===== src/design/svpwm_pkg.sv =====
`default_nettype none

package svpwm_pkg;

    localparam int TURN_BITS = 24;
    localparam int GUARD     = 6;
    localparam int STEPS     = 20;
    localparam int DIV_STEPS = 16;
    localparam int IDX_BITS  = 16;
    localparam int ROT_W     = 33;
    localparam int ROT_ZW    = TURN_BITS + 1;
    localparam int CFG_IDX_W = 3;
    localparam int CFG_DATA_W = 16;

    typedef logic [TURN_BITS-1:0] t_turn;

    localparam t_turn TURN_QUARTER  = 24'h400000;
    localparam t_turn TURN_3QUARTER = 24'hC00000;
    localparam t_turn TURN_HALF     = 24'h800000;

    localparam t_turn ATAN_TURNS [STEPS] = '{
        24'd2097152, 24'd1238021, 24'd654136, 24'd332050, 24'd166669,
        24'd83416,   24'd41718,   24'd20860,  24'd10430,  24'd5215,
        24'd2608,    24'd1304,    24'd652,    24'd326,    24'd163,
        24'd81,      24'd41,      24'd20,     24'd10,     24'd5
    };

    localparam logic [15:0] KINV_HI = 16'h9B74;
    localparam logic [15:0] KINV_LO = 16'hEDA8;
    localparam logic signed [ROT_W-1:0] KINV_Q30 = 33'sd652032874;
    localparam logic [30:0] SQRT3_Q30 = 31'd1859775393;
    localparam logic [30:0] ONE_Q30   = 31'h40000000;

    localparam logic [ROT_ZW-1:0] SECT_LO [6] = '{
        25'd0, 25'd2796203, 25'd5592406, 25'd8388608, 25'd11184811, 25'd13981014
    };
    localparam logic [ROT_ZW-1:0] SECT_HI [6] = '{
        25'd2796202, 25'd5592405, 25'd8388608, 25'd11184810, 25'd13981013, 25'd16777216
    };

    localparam logic [2:0] SEC_0 = 3'd0;
    localparam logic [2:0] SEC_1 = 3'd1;
    localparam logic [2:0] SEC_2 = 3'd2;
    localparam logic [2:0] SEC_3 = 3'd3;
    localparam logic [2:0] SEC_4 = 3'd4;

    localparam logic [CFG_IDX_W-1:0] REG_SUPPLY   = 3'd0;
    localparam logic [CFG_IDX_W-1:0] REG_LIMIT    = 3'd1;
    localparam logic [CFG_IDX_W-1:0] REG_PERIOD   = 3'd2;
    localparam logic [CFG_IDX_W-1:0] REG_DEADBAND = 3'd3;

    typedef struct packed {
        t_turn ang;
        logic  dead;
        logic  qpos;
    } t_vec_side;

    typedef struct packed {
        logic [2:0]  sec;
        logic        sat;
        logic [14:0] rem;
        logic [15:0] num;
        logic [15:0] quo;
    } t_rot_side;

endpackage

`default_nettype wire


===== src/design/svpwm_rot_cell.sv =====
`default_nettype none

module svpwm_rot_cell #(
    parameter int STEP = 0
) (
    input  wire                      i_clk,
    input  wire                      i_en,
    input  wire logic [14:0]         i_supply,
    input  wire logic signed [svpwm_pkg::ROT_W-1:0]  i_x1,
    input  wire logic signed [svpwm_pkg::ROT_W-1:0]  i_y1,
    input  wire logic signed [svpwm_pkg::ROT_ZW-1:0] i_z1,
    input  wire logic signed [svpwm_pkg::ROT_W-1:0]  i_x2,
    input  wire logic signed [svpwm_pkg::ROT_W-1:0]  i_y2,
    input  wire logic signed [svpwm_pkg::ROT_ZW-1:0] i_z2,
    input  wire svpwm_pkg::t_rot_side i_side,
    output logic signed [svpwm_pkg::ROT_W-1:0]  o_x1,
    output logic signed [svpwm_pkg::ROT_W-1:0]  o_y1,
    output logic signed [svpwm_pkg::ROT_ZW-1:0] o_z1,
    output logic signed [svpwm_pkg::ROT_W-1:0]  o_x2,
    output logic signed [svpwm_pkg::ROT_W-1:0]  o_y2,
    output logic signed [svpwm_pkg::ROT_ZW-1:0] o_z2,
    output svpwm_pkg::t_rot_side o_side
);

    logic signed [svpwm_pkg::ROT_ZW-1:0] atan;
    logic signed [svpwm_pkg::ROT_W-1:0]  n_x1, n_y1, n_x2, n_y2;
    logic signed [svpwm_pkg::ROT_ZW-1:0] n_z1, n_z2;
    logic [15:0]                         trial;
    svpwm_pkg::t_rot_side                n_side;

    always_comb begin
        atan = signed'(svpwm_pkg::ROT_ZW'(svpwm_pkg::ATAN_TURNS[STEP]));
        if (i_z1 >= 0) begin
            n_x1 = i_x1 - (i_y1 >>> STEP);
            n_y1 = i_y1 + (i_x1 >>> STEP);
            n_z1 = i_z1 - atan;
        end else begin
            n_x1 = i_x1 + (i_y1 >>> STEP);
            n_y1 = i_y1 - (i_x1 >>> STEP);
            n_z1 = i_z1 + atan;
        end
        if (i_z2 >= 0) begin
            n_x2 = i_x2 - (i_y2 >>> STEP);
            n_y2 = i_y2 + (i_x2 >>> STEP);
            n_z2 = i_z2 - atan;
        end else begin
            n_x2 = i_x2 + (i_y2 >>> STEP);
            n_y2 = i_y2 - (i_x2 >>> STEP);
            n_z2 = i_z2 + atan;
        end
    end

    // One quotient bit of the modulation index per cell, in the leading cells only.
    always_comb begin
        n_side = i_side;
        trial  = {i_side.rem, i_side.num[15]};
        if (STEP < svpwm_pkg::DIV_STEPS) begin
            n_side.num = {i_side.num[14:0], 1'b0};
            if (trial >= {1'b0, i_supply}) begin
                n_side.rem = 15'(trial - {1'b0, i_supply});
                n_side.quo = {i_side.quo[14:0], 1'b1};
            end else begin
                n_side.rem = trial[14:0];
                n_side.quo = {i_side.quo[14:0], 1'b0};
            end
        end
    end

    always_ff @(posedge i_clk) begin
        if (i_en) begin
            o_x1   <= n_x1;
            o_y1   <= n_y1;
            o_z1   <= n_z1;
            o_x2   <= n_x2;
            o_y2   <= n_y2;
            o_z2   <= n_z2;
            o_side <= n_side;
        end
    end

endmodule

`default_nettype wire


===== config.mk =====
export PLATFORM = sky130hd
export DESIGN_NAME = svpwm_rot_cell
export DESIGN_NICKNAME = d
export VERILOG_FILES = /design/src/design/svpwm_pkg.sv /design/src/design/svpwm_rot_cell.sv
export SDC_FILE = /design/constraint.sdc
export NUM_CORES = 1
export LEC_CHECK = 0
export BUFFER_PORTS_ARGS = -buffer_cell sky130_fd_sc_hd__buf_2
export CAP_MARGIN = 20
export CORE_AREA = 2 2 188 190
export CTS_CLUSTER_DIAMETER = 60
export DETAILED_ROUTE_END_ITERATION = 12
export DIE_AREA = 0 0 190 192
export PLACE_DENSITY = 0.91
export SYNTH_ARGS = -nofsm -noshare
export SYNTH_HDL_FRONTEND = slang
export SYNTH_SLANG_ARGS = --single-unit

===== constraint.sdc =====
create_clock -name i_clk -period 3.65 [get_ports i_clk]
set_input_delay 0.5475 -clock i_clk [delete_from_list [all_inputs] [get_ports i_clk]]
set_output_delay 0.5475 -clock i_clk [all_outputs]
set_load 0.01 [all_outputs]

==> summary.txt <==
Worst setup path
  – Worst path max stage delay: 0.42 ns
  – WS Path Type: in2reg
  – Most used cell, CP: buf_4
  – Critical path required time: 3.94 ns
  – Crit start category: primary input
  – CP Max Fanout: 6
  – Crit end category: flip-flop
  – CP max stage cell: fa_1
  – Worst Setup SP: i_x2[0]
  – Critical path cell sequence: buf_2 > ha_1 > fa_1 > a21oi_1 > o21ai_1 > a21oi_1 > o31ai_1 > buf_4 > a211oi_1 > a21oi_1 > buf_4 > buf_4 > a311oi_1 > buf_4 > xnor2_1
  – Arrival time worst endpoint: 3.64 ns

Synthesis
  – Most frequent cell after synthesis: edfxtp_1
  – Number of synthesized flops with an enable pin: 230
  – Cell taking the most area after synthesis: edfxtp_1
  – Synthesized area per cell: 9.25 um2
  – Yosys cell types: 86
  – Yosys reg bits: 230
  – Syn Inst Count: 2,019
  – Top-area cell type share of the netlist area: 37.0%
  – Syn Std Cell Area: 18,700 um2
  – Fraction of registers with async set/reset: 0%
  – Post-Syn Nets: 2,489
  – Top post-synthesis cells by area: edfxtp_1 37%, ha_1 14%, a21oi_1 6.0%
  – Sequential fraction of the synthesis area: 37.0%
  – Synth top cells by count: 230 x edfxtp_1, 224 x a21oi_1, 215 x inv_1
  – Primary FF master, synth: edfxtp_1
  – Synth warnings: 0

Die
  – IO Pins: 483
  – Core area: 34,300 um2
  – Starting density of the core: 54.5%
  – Die area: 36,500 um2
  – Rows: 68
  – Die width: 190 um
  – Die Y: 192 um

Timing
  – Worst-margin pin slew: 0.835 ns
  – Final Hold Fails: 0
  – Headroom to the max-slew limit: 44.0%
  – Final setup fails: 0
  – FMAX: 0.298 GHz
  – Pins Over Slew Limit: 0
  – RSZ-0062 raised after global routing: false
  – Final worst-path cycle share: 91.8%
  – Minimum clock period: 3.35 ns

Routing
  – Met2 WL: 29.4 mm
  – Drt pass-1 iters: 6
  – M1 wire length: 22.9 mm
  – Overall routed net length: 60.5 mm
  – DRC viols: 0
  – Avg WL per Cell: 19.6 um
  – Vias: 18,200
  – DR WL met3: 5.87 mm
  – Highest Signal Layer: met5
  – Final antenna-violating net count: 0
  – DR vias/cell: 5.90
  – Iter 0 DRT Violations: 1,880

Outcome
  – Status: finished clean

Clock tree
  – CTS hold repair buffers: 0
  – Clock-pin slew on the worst setup and hold paths: 0.06 ns
  – CTS tree: built
  – CTS root buffer: clkbuf_16
  – Post-cts resize count: 0
  – Post-CTS Repair Setup Buffers: 0
  – CTS Sinks: 230
  – CTS buffer count: 27
  – CTS Buffer Depth: 3
  – Depth of the CTS H-tree: 1

Place
  – Placed cells: 3,030
  – Placed inst area: 22,600 um2
  – RePlAce Congestion: 1.04
  – Dpl hpwl: 47.3 mm
  – # port buffers: 480

Global routing
  – Vias in the first global route: 17,600
  – Antenna violations before repair: 3
  – GRT Util Overall: 31.3%
  – First-pass GRT wire length: 91.5 mm
  – Largest net degree at the start of global routing: 81
  – Grt total ovfl: 0

Finish
  – # fillers: 2,565
  – Share of layout cells above drive strength 1: 27.5%
  – P&R area growth vs syn: 25.3%
  – Final Cell Area: 23,400 um2
  – Utilization after layout: 68.2%
  – Layout Nets: 3,074
  – Finished Layout Cells: 3,079

Pwr
  – Design Power: 9.30 mW
  – Power per cell area: 397 nW/um2
  – Pleak: 10.9 nW
  – Peak supply drop: 0.435 mV

Hold path
  – Hold path start: i_side[49]
  – Hold WC Path Type: in2reg
  – Hold depth: 1

Job
  – Number of max-cap violations: 0
-- layer usage --
layer,GRT usage (%),vias up
met4,11.8,4
met3,5.17,176
met1,38.8,8499
li1,-,8356
met2,54.8,1135
met5,0,-
-- power by group --
part / total (mW) / switching, mW / leakage (nW) / internal, mW
combinational: 3.24 / 1.91 / 8.25 / 1.34
sequential: 3.50 / 0.106 / 2.25 / 3.39
clock: 2.56 / 1.11 / 0.403 / 1.45
-- layout by cell type, fill, tap and decap left out, drive strengths merged, types with 25 or more instances in the layout --
cell type / n
nor3: 43
a21oi: 226
buf: 642
a31oi: 25
ha: 211
edfxtp: 230
clkbuf: 32
nand2: 86
nor2: 184
o21ai: 122
a21o: 53
inv: 229
xnor2: 126
nor2b: 27
mux2i: 27
o21bai: 51
-- path summary, 6_finish.rpt --
path              slack [ns]         end
setup / recovery        0.30    o_y2[32]
hold / removal          0.17  o_side[49]
-- flip-flops by register name, summed over array words and instances (netlist names) --
name	count
o_side	50
o_y2	32
o_z1	25
o_z2	25
o_x1	33
o_y1	32
o_x2	33
-- stage by stage --
stage | hold slack, ns | worst slack, ns | setup TNS, ns
finish | 0.167 | 0.300 | 0
global route | 0.150 | 0.140 | 0
CTS | 0.138 | 0.410 | 0
detailed placement | 0.726 | -0.146 | -0.816
global placement | 0.724 | -0.0579 | -0.110
floorplan | 0.646 | 0.549 | 0
-- critical path, delay by kind of cell --
family | cells | cell delay [ns]
AOI/OAI and AO/OA | 7 | 1.68
buffers and inverters | 5 | 0.73
adders and majority gates | 2 | 0.64
xor gates and xnor gates | 1 | 0.05
-- area by class of cell --
| type | instances | area, um2 | share of cell area (%) |
|---|---|---|---|
| Sequential cell | 230 | 6910 | 29.5 |
| Antenna cell | 1 | 2.50 | 0.0107 |
| Multi-Input combinational cell | 1479 | 10600 | 45.2 |
| Inverter | 224 | 841 | 3.59 |
| Clock buffer | 32 | 694 | 2.97 |
| Tap cell | 455 | 569 | 2.43 |
| Clock inverter | 16 | 139 | 0.594 |
| Timing Repair Buffer | 642 | 3680 | 15.7 |
-- logic make-up after synthesis --
logic type	Yosys count	share of synthesized area (%)
AOI/OAI and AO/OA	639	22.0
and+or+nand+nor	446	11.1
buffers and inverters	310	6.44
DFF	230	37.0
adders and majority gates	220	15.1
xor gates and xnor gates	141	6.61
muxes	32	1.75
other	1	0.0201
Power figures use the tool's default switching activity.
