### config.mk
export PLATFORM = sky130hd
export DESIGN_NAME = svpwm_vec_cell
export DESIGN_NICKNAME = d
export VERILOG_FILES = /design/src/design/svpwm_pkg.sv /design/src/design/svpwm_vec_cell.sv
export SDC_FILE = /design/constraint.sdc
export NUM_CORES = 1
export LEC_CHECK = 0
export BUFFER_PORTS_ARGS = -buffer_cell sky130_fd_sc_hd__buf_2
export CAP_MARGIN = 20
export CORE_ASPECT_RATIO = 1.75
export CORE_MARGIN = 2
export CORE_UTILIZATION = 37
export CTS_CLUSTER_SIZE = 10
export DETAILED_ROUTE_END_ITERATION = 8
export GPL_TIMING_DRIVEN = 0
export SYNTH_ARGS = -nofsm -noshare
export SYNTH_HDL_FRONTEND = slang
export SYNTH_SLANG_ARGS = --single-unit
### constraint.sdc
create_clock -name i_clk -period 6 [get_ports i_clk]
set_input_delay 0.6 -clock i_clk [delete_from_list [all_inputs] [get_ports i_clk]]
set_output_delay 0.6 -clock i_clk [all_outputs]
set_load 0.005 [all_outputs]
### src/design/svpwm_pkg.sv
`default_nettype none

package svpwm_pkg;

    localparam int TURN_BITS = 24;
    localparam int GUARD     = 6;
    localparam int STEPS     = 20;
    localparam int DIV_STEPS = 16;
    localparam int IDX_BITS  = 16;
    localparam int ROT_W     = 33;
    localparam int ROT_ZW    = TURN_BITS + 1;
    localparam int CFG_IDX_W = 3;
    localparam int CFG_DATA_W = 16;

    typedef logic [TURN_BITS-1:0] t_turn;

    localparam t_turn TURN_QUARTER  = 24'h400000;
    localparam t_turn TURN_3QUARTER = 24'hC00000;
    localparam t_turn TURN_HALF     = 24'h800000;

    localparam t_turn ATAN_TURNS [STEPS] = '{
        24'd2097152, 24'd1238021, 24'd654136, 24'd332050, 24'd166669,
        24'd83416,   24'd41718,   24'd20860,  24'd10430,  24'd5215,
        24'd2608,    24'd1304,    24'd652,    24'd326,    24'd163,
        24'd81,      24'd41,      24'd20,     24'd10,     24'd5
    };

    localparam logic [15:0] KINV_HI = 16'h9B74;
    localparam logic [15:0] KINV_LO = 16'hEDA8;
    localparam logic signed [ROT_W-1:0] KINV_Q30 = 33'sd652032874;
    localparam logic [30:0] SQRT3_Q30 = 31'd1859775393;
    localparam logic [30:0] ONE_Q30   = 31'h40000000;

    localparam logic [ROT_ZW-1:0] SECT_LO [6] = '{
        25'd0, 25'd2796203, 25'd5592406, 25'd8388608, 25'd11184811, 25'd13981014
    };
    localparam logic [ROT_ZW-1:0] SECT_HI [6] = '{
        25'd2796202, 25'd5592405, 25'd8388608, 25'd11184810, 25'd13981013, 25'd16777216
    };

    localparam logic [2:0] SEC_0 = 3'd0;
    localparam logic [2:0] SEC_1 = 3'd1;
    localparam logic [2:0] SEC_2 = 3'd2;
    localparam logic [2:0] SEC_3 = 3'd3;
    localparam logic [2:0] SEC_4 = 3'd4;

    localparam logic [CFG_IDX_W-1:0] REG_SUPPLY   = 3'd0;
    localparam logic [CFG_IDX_W-1:0] REG_LIMIT    = 3'd1;
    localparam logic [CFG_IDX_W-1:0] REG_PERIOD   = 3'd2;
    localparam logic [CFG_IDX_W-1:0] REG_DEADBAND = 3'd3;

    typedef struct packed {
        t_turn ang;
        logic  dead;
        logic  qpos;
    } t_vec_side;

    typedef struct packed {
        logic [2:0]  sec;
        logic        sat;
        logic [14:0] rem;
        logic [15:0] num;
        logic [15:0] quo;
    } t_rot_side;

endpackage

`default_nettype wire

### src/design/svpwm_vec_cell.sv
`default_nettype none

module svpwm_vec_cell #(
    parameter int XW   = 25,
    parameter int STEP = 0
) (
    input  wire                      i_clk,
    input  wire                      i_en,
    input  wire logic signed [XW-1:0] i_x,
    input  wire logic signed [XW-1:0] i_y,
    input  wire svpwm_pkg::t_turn     i_z,
    input  wire svpwm_pkg::t_vec_side i_side,
    output logic signed [XW-1:0]      o_x,
    output logic signed [XW-1:0]      o_y,
    output svpwm_pkg::t_turn          o_z,
    output svpwm_pkg::t_vec_side      o_side
);

    logic signed [XW-1:0] dx, dy, n_x, n_y;
    svpwm_pkg::t_turn     n_z;

    always_comb begin
        dx  = i_y >>> STEP;
        dy  = i_x >>> STEP;
        n_x = i_x;
        n_y = i_y;
        n_z = i_z;
        if (i_y > 0) begin
            n_x = i_x + dx;
            n_y = i_y - dy;
            n_z = i_z + svpwm_pkg::ATAN_TURNS[STEP];
        end else if (i_y < 0) begin
            n_x = i_x - dx;
            n_y = i_y + dy;
            n_z = i_z - svpwm_pkg::ATAN_TURNS[STEP];
        end
    end

    always_ff @(posedge i_clk) begin
        if (i_en) begin
            o_x    <= n_x;
            o_y    <= n_y;
            o_z    <= n_z;
            o_side <= i_side;
        end
    end

endmodule

`default_nettype wire

==> Flow_metrics.wiki <==
{| class="wikitable"
! Metric !! Value
|-
| Cell area after synthesis || 0.00780 sq mm
|-
| Fraction of the yosys area taken by sequential cells || 0.385
|-
| Fmax || 0.239 GHz
|-
| Commonest register cell after synthesis || sky130_fd_sc_hd__edfxtp_1
|-
| Share of post-route cells with drive strength above 1 || 0.220
|-
| Final HPWL DP || 23400 microns
|-
| Sequence of cells on the critical path || buf_2, inv_1, ha_1, clkbuf_1, nand4_1, a2111oi_0, nor2_1, o311ai_0, o21ai_0, nand2_1, o311ai_0
|-
| Routed vias/inst || 5.71
|-
| Initial DRC count || 460
|-
| Wire length of the first global-routing pass || 43400 microns
|-
| Yosys warnings || 0
|-
| Via count || 7475
|-
| Total power divided by cell area || 231 mW/mm^2
|-
| Number of global-route vias before repair || 7628
|-
| Post-route cell area || 0.00942 sq mm
|-
| Number of buffers added by the clock tree synthesis step || 9
|-
| Layout Nets || 1230
|-
| Cells taking the most area after synthesis || sky130_fd_sc_hd__edfxtp_1 38%, sky130_fd_sc_hd__ha_1 12%, sky130_fd_sc_hd__a21oi_1 5.3%
|-
| Worst Max-Slew Pin Slew || 1070 ps
|-
| Count of final hold-check violations || 0
|-
| Post-route DRC || 0
|-
| IR drop worst, VDD || 109 uV
|-
| Startpoint types || input pin
|-
| Area taken by multi-input logic gates || 0.00436 sq mm
|-
| Start point of the critical path || i_x[11]
|-
| Clock group share of total power || 0.257
|-
| Last element of the critical path || o_x[19]$_DFFE_PP_
|-
| Worst slew margin relative to its limit || 0.266
|-
| Setup slack after layout || 1810 ps
|-
| Final RePlAce weighted congestion || 1.01
|-
| Tcrit/Tclk final || 0.698
|-
| Flop and latch count out of synthesis || 100
|-
| Cell internal pwr || 1.43 mW
|-
| Number of buffers between clock root and the deepest sink || 2
|-
| Number of fillers in the final layout || 2087
|-
| Largest driver fanout on the critical path || 10
|-
| CP delay by family, top || compound AO/OA/AOI/OAI gates
|-
| Unrepaired setup endpoints after global routing || false
|-
| Area share of the leading cell type in the synthesized netlist || 0.385
|-
| Yosys cell types || 72
|-
| Total chip power || 2.18 mW
|-
| Post-CTS Setup Repair Bufs || 0
|-
| Proportion of power drawn by flip-flops and latches || 0.408
|-
| # H-tree levels || 3
|-
| Largest area contributor in the synthesized netlist || sky130_fd_sc_hd__edfxtp_1
|-
| Clock root buffer || sky130_fd_sc_hd__clkbuf_16
|-
| Count of TritonRoute iterations in the first routing pass || 5
|-
| Area growth, synth to finish || 20.8%
|-
| Post-layout min period || 4190 ps
|-
| Count of pins over their slew limit || 0
|-
| Leakage || 4.12 nW
|-
| Class of the most critical setup path || input pin to register
|-
| Longest individual stage delay on the worst path || 920 ps
|-
| Run status || finished, final reports clean
|-
| Average size of a mapped cell || 9.30 sq um
|-
| Input/output buffers || 200
|-
| CTS Sinks || 100
|-
| FFs w/ async S/R, synth || 0
|-
| Clock input transition at the sequential cells of the worst setup and hold paths || 80 ps
|-
| Flip-flop and latch area || 0.00300 sq mm
|-
| Num rows || 70
|-
| GRT Total Usage || 0.259
|-
| Worst path arrival time || 4210 ps
|-
| Top cells by count, synth || 100 x sky130_fd_sc_hd__edfxtp_1, 82 x sky130_fd_sc_hd__a21oi_1, 74 x sky130_fd_sc_hd__ha_1, 71 x sky130_fd_sc_hd__inv_1, 62 x sky130_fd_sc_hd__nor2_1
|-
| Post-synthesis net count || 1018
|-
| Top Ports || 202
|-
| Post-cts gate resize count || 0
|-
| Most frequent cell on the critical path || sky130_fd_sc_hd__o311ai_0
|-
| Largest net degree at the start of global routing || 71
|-
| Most repeated cell in the gate-level netlist after synthesis || sky130_fd_sc_hd__edfxtp_1
|-
| Number of antenna violations at the first check in global routing || 1
|-
| WL per Instance || 22.4 microns
|-
| Worst setup slack before clock tree synthesis || 1500 ps
|-
| Number of flops mapped to enable cells by yosys || 100
|-
| Standard cell with the maximum stage delay on the critical path || sky130_fd_sc_hd__a2111oi_0
|-
| Starting Density || 0.376
|-
| CTS tree || done
|-
| Cts-stage hold buffer count || 0
|-
| Area post-placement || 0.00915 sq mm
|-
| Switching fraction of total power || 0.341
|-
| NetSw || 742 uW
|-
| Combinational cell fraction of total power || 0.335
|-
| CORE AREA || 0.0208 sq mm
|-
| Global-route congestion overflow total || 0
|-
| Critical path depth in cells || 11
|-
| Wire length after detailed routing || 29300 microns
|-
| Fin Setup TNS || 0 ps
|-
| Die area || 0.0223 sq mm
|-
| Worst setup EP type || register
|-
| Combined buffer and inverter count along the critical path || 3
|-
| Total of endpoints with negative setup slack in the final report || 0
|-
| Die Ht || 196 microns
|-
| Die X-Extent || 114 microns
|-
| Antenna Violating Nets Remaining || 0
|-
| Max capacitance violation total || 0
|-
| Req. time, crit path || 6020 ps
|-
| Min-delay worst type || input pin to register
|-
| Synthesized netlist cell count || 839
|}
## sequential cells by signal (all words and copies together), names as in the netlist
name    count
o_side     26
o_x        25
o_y        25
o_z        24
## metrics by stage
step,cells,utilization,hold WS (ps)
floorplan,839,-,699
global placement,1291,0.439,776
detailed placement,1292,0.441,778
CTS,1308,0.454,408
global route,1309,0.454,412
finish,1309,0.454,421
## cells by family (layout without fill, tap and decap cells)
group | count (synthesis) | in the layout | share of synthesized area
buf+inv | 115 | 332 | 0.0566
simple gates | 216 | 216 | 0.132
other cells | 0 | 1 | 0
xor+xnor | 50 | 50 | 0.0561
compound gates | 268 | 268 | 0.227
mux | 13 | 13 | 0.0170
flops | 100 | 100 | 0.385
fa+ha+maj | 77 | 77 | 0.126
## worst min path at each step
stage	endpoint	depth (start not counted)	slack [ps]	from
floorplan	o_side[0]$_DFFE_PP_	0	700	i_side[0]
global placement	o_z[0]$_DFFE_PP_	1	780	i_z[0]
detailed placement	o_side[7]$_DFFE_PP_	1	780	i_side[7]
CTS	o_side[8]$_DFFE_PP_	1	410	i_side[8]
global route	o_z[16]$_DFFE_PP_	1	410	i_z[16]
finish	o_z[16]$_DFFE_PP_	1	420	i_z[16]
## power by group through the flow
stage                     sequential [mW]  combinational [mW]  clock (mW)
after CTS                           0.888               0.722       0.576
after floorplan                     0.918               0.407           0
after global routing                0.895               0.793       0.597
after global placement              0.904               0.714           0
final                               0.887               0.730       0.560
after detailed placement            0.904               0.719           0
## per-layer routing
metal | wire (microns) | part of all wire | up-vias | GRT usage
met2 | 15300 | 0.52 | 351 | 0.477
met1 | 9960 | 0.34 | 3497 | 0.250
met4 | 2610 | 0.089 | 0 | 0.215
li1 | - | - | 3506 | -
met5 | 0 | 0 | - | 0
met3 | 1440 | 0.049 | 121 | 0.0352
## placed cells by master (no fill, tap or decap), types with 9 or more instances in the layout
cell,instances
sky130_fd_sc_hd__clkbuf_16,9
sky130_fd_sc_hd__o21ai_0,42
sky130_fd_sc_hd__a31oi_1,9
sky130_fd_sc_hd__nand2_1,59
sky130_fd_sc_hd__mux2i_1,11
sky130_fd_sc_hd__buf_2,201
sky130_fd_sc_hd__o211ai_1,12
sky130_fd_sc_hd__ha_1,74
sky130_fd_sc_hd__xnor2_1,38
sky130_fd_sc_hd__a21oi_1,82
sky130_fd_sc_hd__a21o_1,14
sky130_fd_sc_hd__a211oi_1,10
sky130_fd_sc_hd__xor2_1,12
sky130_fd_sc_hd__nand2b_1,14
sky130_fd_sc_hd__nor3_1,23
sky130_fd_sc_hd__inv_1,71
sky130_fd_sc_hd__clkbuf_1,29
sky130_fd_sc_hd__o21a_1,14
sky130_fd_sc_hd__nor2b_1,9
sky130_fd_sc_hd__edfxtp_1,100
sky130_fd_sc_hd__nor2_1,62
sky130_fd_sc_hd__nor4_1,11
sky130_fd_sc_hd__o21bai_1,10
sky130_fd_sc_hd__nand3_1,15
## cell type report
cell class                      instances  area share
Inverter                               75      0.0299
Clock inverter                          7     0.00518
Antenna cell                            1    0.000266
Tap cell                              252      0.0335
Timing Repair Buffer                  201       0.109
Buffer                                 40      0.0170
Multi-Input combinational cell        624       0.462
Clock buffer                            9      0.0239
Sequential cell                       100       0.319
(Power assumes the default switching activity.)
